<file path="src/sv/pss_pkg.sv">
// ---------------------------------------------------------------------------
// Polyline step sampler package
// Shared widths, register indexes and the segment record passed from the
// front end to the back end.
// ---------------------------------------------------------------------------
package pss_pkg;

    localparam int COORD_W   = 32;
    localparam int MAG_W     = 32;
    localparam int STEP_W    = 31;
    localparam int EPS_W     = 16;
    localparam int LEN_W     = 33;
    localparam int RAD_W     = 2 * LEN_W;
    localparam int REM_W     = LEN_W + 3;
    localparam int CFG_IDX_W = 8;
    localparam int CFG_DAT_W = 32;
    localparam int CNT_W     = 6;

    // Largest number of parts one segment is cut into.
    localparam int MAX_PARTS = 63;
    localparam int PART_W    = $clog2(MAX_PARTS + 1);
    localparam int DV_W      = STEP_W + PART_W;

    localparam int QDEPTH    = 2;
    localparam int QPTR_W    = $clog2(QDEPTH);
    localparam int QCNT_W    = $clog2(QDEPTH + 1);

    localparam logic [CFG_IDX_W-1:0] REG_DRAW_STEP   = CFG_IDX_W'(0);
    localparam logic [CFG_IDX_W-1:0] REG_TRAVEL_STEP = CFG_IDX_W'(1);
    localparam logic [CFG_IDX_W-1:0] REG_MIN_STEP    = CFG_IDX_W'(2);
    localparam logic [CFG_IDX_W-1:0] REG_EPSILON     = CFG_IDX_W'(3);

    localparam logic [STEP_W-1:0] RST_DRAW_STEP   = STEP_W'(655);
    localparam logic [STEP_W-1:0] RST_TRAVEL_STEP = STEP_W'(3277);
    localparam logic [STEP_W-1:0] RST_MIN_STEP    = STEP_W'(66);
    localparam logic [EPS_W-1:0]  RST_EPSILON     = EPS_W'(1);

    typedef struct packed {
        logic [STEP_W-1:0] draw_step;
        logic [STEP_W-1:0] travel_step;
        logic [STEP_W-1:0] min_step;
        logic [EPS_W-1:0]  epsilon;
    } t_cfg;

    // One classified vertex: either a polyline start or a segment to sample.
    typedef struct packed {
        logic                       store;
        logic signed [COORD_W-1:0]  x0;
        logic signed [COORD_W-1:0]  y0;
        logic [MAG_W-1:0]           adx;
        logic [MAG_W-1:0]           ady;
        logic                       negx;
        logic                       negy;
        logic [STEP_W-1:0]          step;
    } t_seg;

endpackage

</file>
<file path="src/sv/pss_queue.sv">
// ---------------------------------------------------------------------------
// Polyline step sampler segment queue
// Short FIFO that decouples the front end from the back end.
// ---------------------------------------------------------------------------
module pss_queue
    import pss_pkg::*;
(
    input  logic  i_clk,
    input  logic  i_rst_n,
    input  logic  i_push_valid,
    input  t_seg  i_push_item,
    output logic  o_push_ready,
    output logic  o_pop_valid,
    output t_seg  o_pop_item,
    input  logic  i_pop_ready
);

    t_seg              r_mem [QDEPTH];
    logic [QPTR_W-1:0] r_wr;
    logic [QPTR_W-1:0] r_rd;
    logic [QCNT_W-1:0] r_cnt;
    logic              push;
    logic              pop;

    assign o_push_ready = (r_cnt != QCNT_W'(QDEPTH));
    assign o_pop_valid  = (r_cnt != '0);
    assign o_pop_item   = r_mem[r_rd];
    assign push         = i_push_valid && o_push_ready;
    assign pop          = o_pop_valid && i_pop_ready;

    always_ff @(posedge i_clk) begin
        if (push) begin
            r_mem[r_wr] <= i_push_item;
        end
    end

    always_ff @(posedge i_clk) begin
        if (!i_rst_n) begin
            r_wr  <= '0;
            r_rd  <= '0;
            r_cnt <= '0;
        end else begin
            if (push) begin
                r_wr <= (r_wr == QPTR_W'(QDEPTH - 1)) ? '0 : r_wr + 1'b1;
            end
            if (pop) begin
                r_rd <= (r_rd == QPTR_W'(QDEPTH - 1)) ? '0 : r_rd + 1'b1;
            end
            if (push && !pop) begin
                r_cnt <= r_cnt + 1'b1;
            end else if (pop && !push) begin
                r_cnt <= r_cnt - 1'b1;
            end
        end
    end

endmodule

</file>
<file path="config.mk">
export PLATFORM = sky130hd
export DESIGN_NAME = pss_queue
export DESIGN_NICKNAME = d
export VERILOG_FILES = /design/src/sv/pss_pkg.sv /design/src/sv/pss_queue.sv
export SDC_FILE = /design/constraint.sdc
export NUM_CORES = 1
export LEC_CHECK = 0
export ABC_AREA = 1
export BUFFER_PORTS_ARGS = -buffer_cell sky130_fd_sc_hd__buf_2
export CAP_MARGIN = 20
export CORE_ASPECT_RATIO = 0.8
export CORE_MARGIN = 1.5
export CORE_UTILIZATION = 43
export CTS_CLUSTER_SIZE = 10
export DETAILED_ROUTE_END_ITERATION = 10
export HOLD_SLACK_MARGIN = 0.02
export PLACE_DENSITY_LB_ADDON = 0.12
export SKIP_LAST_GASP = 1
export SLEW_MARGIN = 5
export SYNTH_ARGS = -nofsm -noshare
export SYNTH_HDL_FRONTEND = slang
export SYNTH_SLANG_ARGS = --single-unit
</file>
<file path="constraint.sdc">
create_clock -name i_clk -period 14.8 [get_ports i_clk]
set_input_delay 0.74 -clock i_clk [delete_from_list [all_inputs] [get_ports i_clk]]
set_output_delay 0.74 -clock i_clk [all_outputs]
set_load 0.01 [all_outputs]
</file>
==> out/metrics.csv, run 1 <==
metric,value,unit
status,"finished, final reports clean",
max-slew violation count,0,
Worst Max-Slew Pin Slew,1100,ps
Hold WS,422,ps
RSZ-0062 raised after global routing,false,
reg-to-reg critical path endpoint,r_mem[0][135]$_DFFE_PP_,
number of enable flip-flop cells after synthesis,324,
Worst Setup End Kind,output port,
All-Layer GR Usage,16.0,%
die height,154,um
first-pass GRT wire length,35.9,mm
share of layout cells above drive strength 1,59.8,%
setup_tns,0,ps
Min-Delay Endpoint,r_mem[0][45]$_DFFE_PP_,
Area Overhead vs Synth,25.8,%
Yosys warnings,0,
CP arrival,2640,ps
post-synthesis sequential area ratio,80.3,%
post-DP HPWL,16.3,mm
crit path launch type,flip-flop,
simple-gate share of the synthesized area,0.613,%
IO buf count,329,
core box area,28100,sq um
"commonest non-fill, non-tap cell in the layout",buf_2,
Hold Path Stages,1,
Setup Buffers After CTS,0,
Top-Level Pins,330,
clock sinks,329,
Hold Buf Count CTS,0,
"commonest non-fill, non-tap cells in the layout","buf_2 (329), edfxtp_1 (324), mux2_2 (82)",
Initial Utilization,43.5,%
top cell type's share of synthesized area,79.4,%
Post-Synthesis Cells,541,
Placed Cells,1228,
post-synthesis mux area share,17.3,%
Max Cap Viol,0,
"flops & latches, synth",329,
fin util,54.8,%
Die ar.,29500,sq um
post-cts sizing count,0,
critical path peak fanout,68,
post-synthesis async set-or-reset flop share,0,%
Reg2Reg Setup Slack,11800,ps
CTS max path bufs,3,
FP Rows,55,
Remaining DRCs,0,
Routability Congestion,0.753,
adder-cell area share of the yosys netlist,0.102,%
drt wl/cell,19.0,um
setup violators final,0,
Final #Nets,1068,
critical path class,reg -> out,
H-Tree Depth,2,
Inserted Clock Buffers,38,
synthesized area per cell,22.6,sq um
combinational family with the most area after synthesis,multiplexers,
largest net degree at the start of global routing,83,
clk root buf,clkbuf_16,
final hold vios,0,
overall power,2.63,mW
fraction of the mapped netlist area in compound gates,0.184,%
Worst Reg2Reg Path Length in Cells,5,
Hold Path Class,in -> reg,
max_slew headroom,26.6,%
Netlist cell types,15,
clock skew,12.6,ps
Final ANT Viol Nets,0,
CP required,14060,ps
initial antenna violation count,9,
fill cell count,2266,
total wire length,24.4,mm
vias per cell,4.85,
pwr/cell area,171,nW/um^2
worst skew pair latency,500,ps
CTS tree,built,
placed cell area,14300,sq um
Synth Area in XOR/XNOR,0,%
R2R Path Start,r_cnt[0]$_SDFFE_PN0P_,
DP Worst Slack,11520,ps
total gr overflow,0,
final instance area,15400,sq um
worst setup margin,11420,ps
router iterations before antenna repair,4,
Initial DRC Count,296,
Multi-input gate area,2250,sq um
Layout Cells excl Fill,1283,
largest cells by area after synthesis,"edfxtp_1 (79%), mux2_4 (9.8%), mux2_2 (7.5%)",
synthesized area,12200,sq um
Period minus WS final,3380,ps
Mapped Nets,708,
Final period util,22.8,%
largest area contributor in the netlist,edfxtp_1,
Synth Flop Type,edfxtp_1,
vias in the first global route,6471,
Leak,5.90,nW
die width,192,um
FMAX,296,MHz
worst hold start,i_push_item[45],
Max VDD drop,0.120,mV
Reg area,9830,sq um
Worst-path clk slew,50,ps
via count of the routed design,6219,
[worst max path at each step]
stage                       startpoint                       to  slack (ps)  depth (start not counted)
final                        flip-flop          o_pop_item[141]       11420                          3
after global routing         flip-flop          o_pop_item[141]       11250                          3
after CTS                    flip-flop          o_pop_item[147]       11330                          3
after detailed placement  i_push_valid   r_mem[0][85]$_DFFE_PP_       11520                          4
after global placement    i_push_valid  r_mem[0][110]$_DFFE_PP_       11650                          4
after floorplan           i_push_valid    r_mem[0][0]$_DFFE_PP_        6560                          2
[state kept, by name (all words and copies together) (netlist names), named ones only]
signal,cells
r_cnt,2
r_mem,324
r_rd,1
r_wr,1
[Yosys cell counts, types with 2 or more instances]
cell type,instances
nor2_1,8
mux2_4,80
dfxtp_1,5
o21ai_0,2
mux2_2,82
nand2_1,9
edfxtp_1,324
buf_6,10
buf_2,8
inv_1,8
[layout make-up]
type	instances	share of cell area, %
multi-input combinational	186	14.6
clock buffer	48	6.83
inverter	8	0.195
sequential	329	63.8
tap	370	3.00
antenna	4	0.0649
timing repair buffer	338	11.5
[logic make-up after synthesis]
logic type | after synthesis
compound gates | 4
fa+ha+maj | 1
buf+inv | 26
flops | 329
mux | 162
simple gates | 19
[per-layer routing]
layer,part of all wire (%),GRT usage (%)
met3,9.4,6.12
met4,2.0,4.72
met1,42,20.5
met2,47,25.5
met5,0.30,0
[power by group]
part | switching (mW) | internal (mW) | total [mW]
registers | 0.0380 | 1.18 | 1.22
clock network | 0.322 | 0.490 | 0.812
logic | 0.314 | 0.285 | 0.599
[critical path, stage by stage, from the launching register on]
cell and delay, ps:
dfxtp_4 610, buf_4 890, mux2_2 420, buf_2 140
Power figures use the tool's default switching activity.
==> inputs of run 2 (changes only) <==
clock period = 3.03 ns   (was 14.8 ns; I/O delays follow)
==> out/metrics.csv, run 2 (synthesis gave the netlist of run 1 again) <==
metric,value,unit,change
status,"finished, final reports clean",,
diode count,0,,-4
largest net degree at the start of global routing,88,,+6.0%
Period minus WS final,2350,ps,
final hold vios,0,,unchanged
Hold WS,68.2,ps,-354 ps
Worst Max-Slew Pin Slew,715,ps,-387 ps
max_slew headroom,52.3,%,+26 points
IO buf count,329,,unchanged
setup_tns,0,ps,unchanged
Top delay family on crit path,flip-flops,,
die width,192,um,unchanged
H-Tree Depth,2,,unchanged
via count of the routed design,6834,,+9.9%
total wire length,25.4,mm,+4.2%
clock skew,8.28,ps,-4.28 ps
Final #Nets,1234,,+16%
Critical Path Max Stage Delay,820,ps,-70 ps
final instance area,17200,sq um,+11%
Final ANT Viol Nets,0,,unchanged
Inserted Clock Buffers,39,,+2.6%
clk root buf,clkbuf_16,,
Worst Setup End Kind,output port,,
"commonest non-fill, non-tap cell in the layout",buf_2,,
FP Rows,55,,unchanged
Die ar.,29500,sq um,unchanged
CTS tree,built,,
CP cell instances,buf_12 -> mux2_2 -> buf_2,,
Initial Utilization,43.5,%,unchanged
setup violators final,0,,unchanged
Worst Reg2Reg Path Length in Cells,5,,unchanged
DP Worst Slack,1140,ps,-10380 ps
CP arrival,2200,ps,-440 ps
initial antenna violation count,1,,-8
RSZ-0062 raised after global routing,false,,
Initial DRC Count,372,,+26%
Max Cap Viol,0,,unchanged
Routability Congestion,0.738,,-1.9%
Leak,6.63,nW,+12%
Hold Path Class,in -> reg,,
vias in the first global route,7364,,+14%
CTS max path bufs,3,,unchanged
CP Depth,3,,unchanged
first-pass GRT wire length,38.7,mm,+7.8%
highest-delay cell along the critical path,dfxtp_4,,
Final period util,77.7,%,
vias per cell,4.68,,-3.4%
max-slew violation count,0,,unchanged
router iterations before antenna repair,4,,unchanged
share of layout cells above drive strength 1,50.6,%,-9.3 points
total gr overflow,0,,unchanged
Worst-path clk slew,50,ps,about the same
max reg flops,324,,unchanged
drt wl/cell,17.4,um,-8.4%
CP required,2880,ps,-11180 ps
placed cell area,14400,sq um,+1.1%
Max VDD drop,0.525,mV,+340%
worst setup margin,675,ps,-10740 ps
clock sinks,329,,unchanged
biggest regs,"r_mem (324), r_cnt (2)",,
Hold Path Stages,4,,+3
Top-Level Pins,330,,unchanged
WP buf/inv,2,,unchanged
Remaining DRCs,0,,unchanged
All-Layer GR Usage,17.0,%,+0.96 points
die height,154,um,unchanged
FMAX,425,MHz,
largest reg by FF count,r_mem,,
pwr/cell area,769,nW/um^2,+350%
"commonest non-fill, non-tap cells in the layout","buf_2 (329), edfxtp_1 (324), dlygate4sd3_1 (163)",,
worst skew pair latency,500,ps,about the same
post-cts sizing count,0,,unchanged
core box area,28100,sq um,unchanged
crit path launch type,flip-flop,,
critical path class,reg -> out,,
post-DP HPWL,16.5,mm,+1.4%
Area Overhead vs Synth,40.2,%,
critical path peak fanout,42,,-38%
run 2: timing repair:
| action | CTS | global route |
|---|---|---|
| hold buffers | 163 | 0 |
| buffers inserted | 0 | 0 |
| endpoints found under the hold margin | 329 | 0 |
run 2: per-layer routing:
layer	track usage (%)	up-vias	wire [um]
li1	-	3187	-
met1	20.6	3297	10100
met2	28.5	291	12300
met3	5.62	57	2340
met4	5.95	2	627
met5	0	-	7
run 2: layout make-up:
| type | count | area [sq um] |
|---|---|---|
| fill | 2070 | 11000 |
| tap | 370 | 463 |
| clock inverter | 1 | 8.76 |
| multi-input combinational | 186 | 2260 |
| clock buffer | 63 | 1110 |
| sequential | 329 | 9830 |
| inverter | 8 | 30.0 |
| timing repair buffer | 503 | 3460 |
run 2: final timing paths:
kind | from | end | slack [ps]
worst max-delay path | flip-flop | o_pop_item[146] | 680
worst max register to register | r_cnt[0]$_SDFFE_PN0P_ | r_mem[0][78]$_DFFE_PP_ | 1440
worst min register to register | r_rd$_SDFFE_PN0P_ | r_rd$_SDFFE_PN0P_ | 500
worst min-delay path | i_pop_ready | r_rd$_SDFFE_PN0P_ | 70
run 2: tightest hold or removal path: cells and delay by family:
kind                   cells  cell delay, ps
AO/OA/AOI/OAI              1             150
buffers and inverters      1              80
AND/OR/NAND/NOR            2             140
run 2: power breakdown:
part | internal, mW | switching (mW) | leakage [nW]
clock network | 2.48 | 1.61 | 0.536
logic | 1.57 | 1.55 | 3.03
registers | 5.76 | 0.226 | 3.06
total | 9.81 | 3.39 | 6.63
run 2: per-stage QoR:
stage                     total power [mW]  util (%)  std cells
after global placement                8.98      51.2       1233
final                                 13.2      61.0       1460
after global routing                  13.8      61.0       1460
after detailed placement              9.07      51.2       1233
after CTS                             13.4      61.0       1460
after floorplan                       7.95         -        541
