<file path="config.mk">
export PLATFORM = sky130hd
export DESIGN_NAME = pss_front_flat
export DESIGN_NICKNAME = d
export VERILOG_FILES = /design/src/sv/pss_pkg.sv /design/src/sv/pss_if.sv /design/src/sv/pss_front.sv /design/src/flat_wrapper.sv
export SDC_FILE = /design/constraint.sdc
export NUM_CORES = 1
export LEC_CHECK = 0
export ABC_CLOCK_PERIOD_IN_PS = 3160
export BUFFER_PORTS_ARGS = -buffer_cell sky130_fd_sc_hd__buf_2
export CELL_PAD_IN_SITES_DETAIL_PLACEMENT = 0
export CELL_PAD_IN_SITES_GLOBAL_PLACEMENT = 2
export CORE_UTILIZATION = 25
export DETAILED_ROUTE_END_ITERATION = 12
export PLACE_DENSITY_LB_ADDON = 0.3
export SYNTH_ARGS = -nofsm -noshare
export SYNTH_HDL_FRONTEND = slang
export SYNTH_SLANG_ARGS = --single-unit
</file>
<file path="constraint.sdc">
create_clock -name i_clk -period 3.16 [get_ports i_clk]
set_input_delay 0.158 -clock i_clk [delete_from_list [all_inputs] [get_ports i_clk]]
set_output_delay 0.158 -clock i_clk [all_outputs]
set_load 0.005 [all_outputs]
</file>
<file path="src/sv/pss_pkg.sv">
// ---------------------------------------------------------------------------
// Polyline step sampler package
// Shared widths, register indexes and the segment record passed from the
// front end to the back end.
// ---------------------------------------------------------------------------
package pss_pkg;

    localparam int COORD_W   = 32;
    localparam int MAG_W     = 32;
    localparam int STEP_W    = 31;
    localparam int EPS_W     = 16;
    localparam int LEN_W     = 33;
    localparam int RAD_W     = 2 * LEN_W;
    localparam int REM_W     = LEN_W + 3;
    localparam int CFG_IDX_W = 8;
    localparam int CFG_DAT_W = 32;
    localparam int CNT_W     = 6;

    // Largest number of parts one segment is cut into.
    localparam int MAX_PARTS = 63;
    localparam int PART_W    = $clog2(MAX_PARTS + 1);
    localparam int DV_W      = STEP_W + PART_W;

    localparam int QDEPTH    = 2;
    localparam int QPTR_W    = $clog2(QDEPTH);
    localparam int QCNT_W    = $clog2(QDEPTH + 1);

    localparam logic [CFG_IDX_W-1:0] REG_DRAW_STEP   = CFG_IDX_W'(0);
    localparam logic [CFG_IDX_W-1:0] REG_TRAVEL_STEP = CFG_IDX_W'(1);
    localparam logic [CFG_IDX_W-1:0] REG_MIN_STEP    = CFG_IDX_W'(2);
    localparam logic [CFG_IDX_W-1:0] REG_EPSILON     = CFG_IDX_W'(3);

    localparam logic [STEP_W-1:0] RST_DRAW_STEP   = STEP_W'(655);
    localparam logic [STEP_W-1:0] RST_TRAVEL_STEP = STEP_W'(3277);
    localparam logic [STEP_W-1:0] RST_MIN_STEP    = STEP_W'(66);
    localparam logic [EPS_W-1:0]  RST_EPSILON     = EPS_W'(1);

    typedef struct packed {
        logic [STEP_W-1:0] draw_step;
        logic [STEP_W-1:0] travel_step;
        logic [STEP_W-1:0] min_step;
        logic [EPS_W-1:0]  epsilon;
    } t_cfg;

    // One classified vertex: either a polyline start or a segment to sample.
    typedef struct packed {
        logic                       store;
        logic signed [COORD_W-1:0]  x0;
        logic signed [COORD_W-1:0]  y0;
        logic [MAG_W-1:0]           adx;
        logic [MAG_W-1:0]           ady;
        logic                       negx;
        logic                       negy;
        logic [STEP_W-1:0]          step;
    } t_seg;

endpackage

</file>
<file path="src/sv/pss_if.sv">
// ---------------------------------------------------------------------------
// Polyline step sampler channels
// Valid/ready channels for vertices, sampled points and register writes.
// ---------------------------------------------------------------------------
interface pss_vtx_if
    import pss_pkg::*;
();
    logic                      valid;
    logic                      ready;
    logic signed [COORD_W-1:0] vertex_x;
    logic signed [COORD_W-1:0] vertex_y;
    logic                      first_vertex;
    logic                      draw_mode;

    modport source (output valid, vertex_x, vertex_y, first_vertex, draw_mode,
                    input ready);
    modport sink   (input valid, vertex_x, vertex_y, first_vertex, draw_mode,
                    output ready);
endinterface


</file>
<file path="src/sv/pss_front.sv">
// ---------------------------------------------------------------------------
// Polyline step sampler front end
// Accepts vertices, tracks the previous vertex and classifies each item.
// ---------------------------------------------------------------------------
module pss_front
    import pss_pkg::*;
(
    input  logic         i_clk,
    input  logic         i_rst_n,
    pss_vtx_if.sink      i_vtx,
    input  t_cfg         i_cfg,
    output logic         o_push_valid,
    output t_seg         o_push_item,
    input  logic         i_push_ready
);

    logic                      r_have_prev;
    logic signed [COORD_W-1:0] r_prev_x;
    logic signed [COORD_W-1:0] r_prev_y;

    logic signed [COORD_W:0] dx;
    logic signed [COORD_W:0] dy;
    logic signed [COORD_W:0] ndx;
    logic signed [COORD_W:0] ndy;
    logic [STEP_W-1:0]       sel_step;
    logic                    accept;

    assign i_vtx.ready  = i_push_ready;
    assign o_push_valid = i_vtx.valid;
    assign accept       = i_vtx.valid && i_push_ready;

    always_comb begin
        dx  = {i_vtx.vertex_x[COORD_W-1], i_vtx.vertex_x} - {r_prev_x[COORD_W-1], r_prev_x};
        dy  = {i_vtx.vertex_y[COORD_W-1], i_vtx.vertex_y} - {r_prev_y[COORD_W-1], r_prev_y};
        ndx = -dx;
        ndy = -dy;
        sel_step = i_vtx.draw_mode ? i_cfg.draw_step : i_cfg.travel_step;

        o_push_item.store = i_vtx.first_vertex || !r_have_prev;
        o_push_item.x0    = r_prev_x;
        o_push_item.y0    = r_prev_y;
        o_push_item.negx  = dx[COORD_W];
        o_push_item.negy  = dy[COORD_W];
        o_push_item.adx   = dx[COORD_W] ? ndx[MAG_W-1:0] : dx[MAG_W-1:0];
        o_push_item.ady   = dy[COORD_W] ? ndy[MAG_W-1:0] : dy[MAG_W-1:0];
        // A zero step stays zero; a positive one is raised to the floor.
        o_push_item.step  = (sel_step != '0 && sel_step < i_cfg.min_step)
                            ? i_cfg.min_step : sel_step;
    end

    always_ff @(posedge i_clk) begin
        if (!i_rst_n) begin
            r_have_prev <= 1'b0;
            r_prev_x    <= '0;
            r_prev_y    <= '0;
        end else if (accept) begin
            r_have_prev <= 1'b1;
            r_prev_x    <= i_vtx.vertex_x;
            r_prev_y    <= i_vtx.vertex_y;
        end
    end

endmodule

</file>
<file path="src/flat_wrapper.sv">
// flat-port wrapper written by rule: the top's interface ports become plain ports
module pss_front_flat import pss_pkg::*;
  (i_clk, i_rst_n, i_cfg, o_push_valid, o_push_item, i_push_ready, i_vtx_valid, i_vtx_vertex_x, i_vtx_vertex_y, i_vtx_first_vertex, i_vtx_draw_mode, i_vtx_ready);
  pss_vtx_if i_vtx_i ();
  input  logic i_clk;
  input  logic i_rst_n;
  input  t_cfg i_cfg;
  output logic o_push_valid;
  output t_seg o_push_item;
  input  logic i_push_ready;
  input wire logic [$bits(i_vtx_i.valid)-1:0] i_vtx_valid;
  input wire logic [$bits(i_vtx_i.vertex_x)-1:0] i_vtx_vertex_x;
  input wire logic [$bits(i_vtx_i.vertex_y)-1:0] i_vtx_vertex_y;
  input wire logic [$bits(i_vtx_i.first_vertex)-1:0] i_vtx_first_vertex;
  input wire logic [$bits(i_vtx_i.draw_mode)-1:0] i_vtx_draw_mode;
  output wire logic [$bits(i_vtx_i.ready)-1:0] i_vtx_ready;
  assign i_vtx_i.valid = i_vtx_valid;
  assign i_vtx_i.vertex_x = i_vtx_vertex_x;
  assign i_vtx_i.vertex_y = i_vtx_vertex_y;
  assign i_vtx_i.first_vertex = i_vtx_first_vertex;
  assign i_vtx_i.draw_mode = i_vtx_draw_mode;
  assign i_vtx_ready = i_vtx_i.ready;
  pss_front u_core (.i_clk(i_clk), .i_rst_n(i_rst_n), .i_vtx(i_vtx_i), .i_cfg(i_cfg), .o_push_valid(o_push_valid), .o_push_item(o_push_item), .i_push_ready(i_push_ready));
endmodule
</file>
==> flow_results.org <==
** Yosys
- Number of enable-type register cells in the synthesized netlist :: 0
- Syn Area/Cell :: 7.232 sq um
- YS warnings :: 0
- Synthesis inferred 65 register bits.
- Post-synth ARST share :: 0
- Most used DFF post-synth :: sky130_fd_sc_hd__dfxtp_1
- Synthesized netlist cell count :: 1316
- The number of nets handed over by synthesis was 1593.
- Netlist cell types :: 90
- Post-synthesis sequential area ratio :: 0.1367
- Cell area after technology mapping :: 0.009518 sq mm

** Timing
- Fraction of the cycle the final worst path needs :: 1.279
- Slew Limit Headroom :: 0.3987
- For the pin with the worst max-slew slack, the measured transition is 902.0 ps.
- Fmax :: 0.2473 GHz
- Across all hold checks on the routed design, the worst slack comes to 43.57 ps.
- The number of hold-slack violations in the final timing report was 0.
- Setup violations remaining at the end of the flow were counted as 64.
- The worst path in the final design needs a cycle of 4043 ps, including I/O delays and setup.
- Worst Setup Slack, final :: -883.1 ps
- Setup repair after global routing missed its margin :: yes
- The max-slew violation count was 0.
- On the final layout, the worst clock skew is 0 ps.

** Hold path
- The tightest min-delay check is of the input port to register type.
- The startpoint identified for the worst hold timing path is i_vtx_vertex_x[22].

** Clock tree
- Largest buffer count on any clock path :: 2
- The H-tree was split into 3 levels.
- Count of hold-fix buffers inserted at cts :: 0
- Root Buffer :: sky130_fd_sc_hd__clkbuf_16
- CTS saw 65 sinks.
- Total clock buffers created by CTS :: 9
- TritonCTS built the clock tree.
- Worst-path clk slew :: 70 ps
- Worst-Skew Late Latency :: ~370 ps

** Worst setup path
- For the worst setup path, the data required time is approximately 3000 ps.
- Worst Setup Path Type :: register to primary output
- Largest fanout on the critical path :: 3
- CP Launch Type :: register
- The worst register-to-register path begins at u_core.r_prev_y[1].
- Data arrives at the worst endpoint at approximately 4000 ps.
- Launching element of the worst setup path :: u_core.r_prev_y[0]
- STA classifies the critical path endpoint as a primary output.

** Detailed routing
- DR iter-0 viols :: between 400 and 500
- Routed wire per std cell :: 16.39 um
- For this run, the detailed router's first-pass iteration total came to 5.
- After detailed routing, the number of vias per cell comes to 4.715.
- ANT nets after route :: 0
- After detailed routing, the number of remaining DRC violations is 0.
- Summed over all layers, the routed wires come to between 40000 and 50000 um.
- The routed layout has 11850 vias.

** Power and ir drop
- Power density of the placed cells :: 335.0 mW/mm^2
- In this run the static leakage power is 0.007661 uW.
- VDD IR max :: 0.2739 mV
- Overall power consumption after layout is estimated at ~5600 uW.

** Final layout
- Post-layout nets :: roughly 2300
- The library cell used most frequently in the layout, excluding fill and tap cells, is sky130_fd_sc_hd__buf_4.
- Antenna Cells :: 0
- In the final layout, the share of cells above drive strength 1 is 0.5267.
- In the layout the commonest cells are sky130_fd_sc_hd__buf_4, sky130_fd_sc_hd__buf_2, sky130_fd_sc_hd__nand2_1, sky130_fd_sc_hd__inv_1, sky130_fd_sc_hd__ha_1.
- Number of standard cells in the layout, taps in and fillers out :: about 2500
- Relative to the synthesized area, the layout overhead comes to 74.09%.

** Placed design
- Post-DP HPWL :: 31980 um
- Cells after DPL :: 2427
- Last weighted congestion value of the routability-driven placer :: 0.8726
- During placement, the flow inserted port buffers numbering about 330.

** Floorplanning
- The floorplan step defined a die boundary enclosing just under 0.04 sq mm.
- Width of the die :: 197.1 um
- Core ar. :: ~0.038 sq mm
- Initial standard-cell utilization of the core :: 0.2533
- Number of primary I/O pins :: 343
- The floorplan step set the die height to 197.1 um.
- In this run the core area contains approximately 70 standard-cell rows.

** Run
- The tool flagged a number of max-cap violations equal to 0.

** Global routing
- The first global-routing pass estimated 63790 um of wire.
- Entering global routing, the biggest net connects 66 pins.
- The number of antenna violations at the first check in global routing is 0.
- Summed over all layers, the global routing overflow is 0.
- Vias in the first global route :: 11980
- Total global-route track usage :: 0.2090

** Run status
- The final reports fail on setup timing.
- The flow ran to the end, but the final reports show violations.
## repair_timing
item	4_1_cts	5_1_grt
cloned	4	0
setup endpoints to repair	95	95
resized for setup	204	119
endpoints found under the hold margin	0	0
buffers inserted	52	33
pin swaps	103	110
## layer usage
| metal | track usage | vias to the layer above | part of all wire |
|---|---|---|---|
| met1 | 0.2574 | 5565 | 0.45 |
| met2 | 0.3789 | 231 | 0.50 |
| met3 | 0.03193 | 47 | 0.034 |
| li1 | - | 6010 | - |
| met4 | 0.04737 | 0 | 0.018 |
| met5 | 0 | - | 0 |
## critical path, stage by stage (launching register included)
cell and delay [ps]:
sky130_fd_sc_hd__dfxtp_2 330, sky130_fd_sc_hd__ha_4 170, sky130_fd_sc_hd__fa_2 350, sky130_fd_sc_hd__nand2b_4 160, sky130_fd_sc_hd__a21oi_4 240, sky130_fd_sc_hd__nor2_4 60, sky130_fd_sc_hd__xnor2_2 150, sky130_fd_sc_hd__nor4_2 330
sky130_fd_sc_hd__nand3b_1 240, sky130_fd_sc_hd__buf_6 200, sky130_fd_sc_hd__nor4_4 180, sky130_fd_sc_hd__nand2_2 110, sky130_fd_sc_hd__or2_4 260, sky130_fd_sc_hd__o41ai_4 430, sky130_fd_sc_hd__xnor2_1 160, sky130_fd_sc_hd__buf_2 140
## through the flow
| step | setup slack [ps] | instance area, sq um | util | setup TNS (ps) |
|---|---|---|---|---|
| 2_1_floorplan | -58.23 | 9734 | - | -174.0 |
| 3_3_place_gp | -535.3 | 14260 | 0.3796 | -20920 |
| 3_5_place_dp | -559.5 | 14260 | 0.3796 | -23670 |
| 4_1_cts | -884.5 | 15890 | 0.4227 | -36680 |
| 5_1_grt | -1020 | 16570 | 0.4409 | -52660 |
| 6_report | -883.1 | 16570 | 0.4409 | -40060 |
## cells by family (layout without fill, tap and decap cells)
| family | count (synthesis) | after routing | synth area share |
|---|---|---|---|
| multiplexers | 67 | 67 | 0.07874 |
| AND/OR/NAND/NOR | 457 | 457 | 0.2314 |
| flip-flops | 65 | 65 | 0.1367 |
| buffers and inverters | 162 | 849 | 0.06757 |
| XOR/XNOR | 93 | 93 | 0.08558 |
| AO/OA/AOI/OAI | 374 | 374 | 0.2696 |
| adder cells (fa/ha/maj) | 98 | 98 | 0.1304 |
## final cells by class
type                       instances  area, sq um
fill                            3832        21010
multi-input combinational       1089         8991
timing repair buffer             721         4860
sequential                        65         1323
tap                              511        639.4
inverter                         111        436.7
clock buffer                       9        225.2
clock inverter                     7        78.83
timing repair inverter             1        16.27
## final timing paths
path                            slack [ps]                  end  cells past startpoint
worst min register to register         470   u_core.r_have_prev                      1
worst max register to register        2300   u_core.r_prev_y[1]                      4
worst max-delay path                  -880      o_push_item[64]                     15
worst min-delay path                    40  u_core.r_prev_x[22]                      3
## report_power, final
group          leakage, uW  switching [uW]  internal, uW  total (uW)
sequential        0.000538            22.7           858         881
clock             0.000139             504           619        1120
combinational      0.00698            1720          1830        3550
total              0.00766            2250          3300        5550
## synthesized netlist by cell type (all sizes together), types with 37 or more instances
| library cell | count | area [sq um] |
|---|---|---|
| nor2 | 83 | 311.6 |
| xor2 | 37 | 324.1 |
| dfxtp | 65 | 1301 |
| nand2 | 207 | 784.5 |
| inv | 111 | 416.7 |
| a21oi | 96 | 495.5 |
| a21o | 37 | 277.8 |
| o21ai | 64 | 324.1 |
| mux2 | 63 | 709.4 |
| a21boi | 69 | 518.0 |
| ha | 96 | 1201 |
| xnor2 | 56 | 490.5 |
## sequential cells by signal, indices dropped and copies added, names as in the netlist
register	flops
u_core.r_have_prev	1
u_core.r_prev_x	32
u_core.r_prev_y	32
No activity file was read; power rests on OpenSTA's default activity.
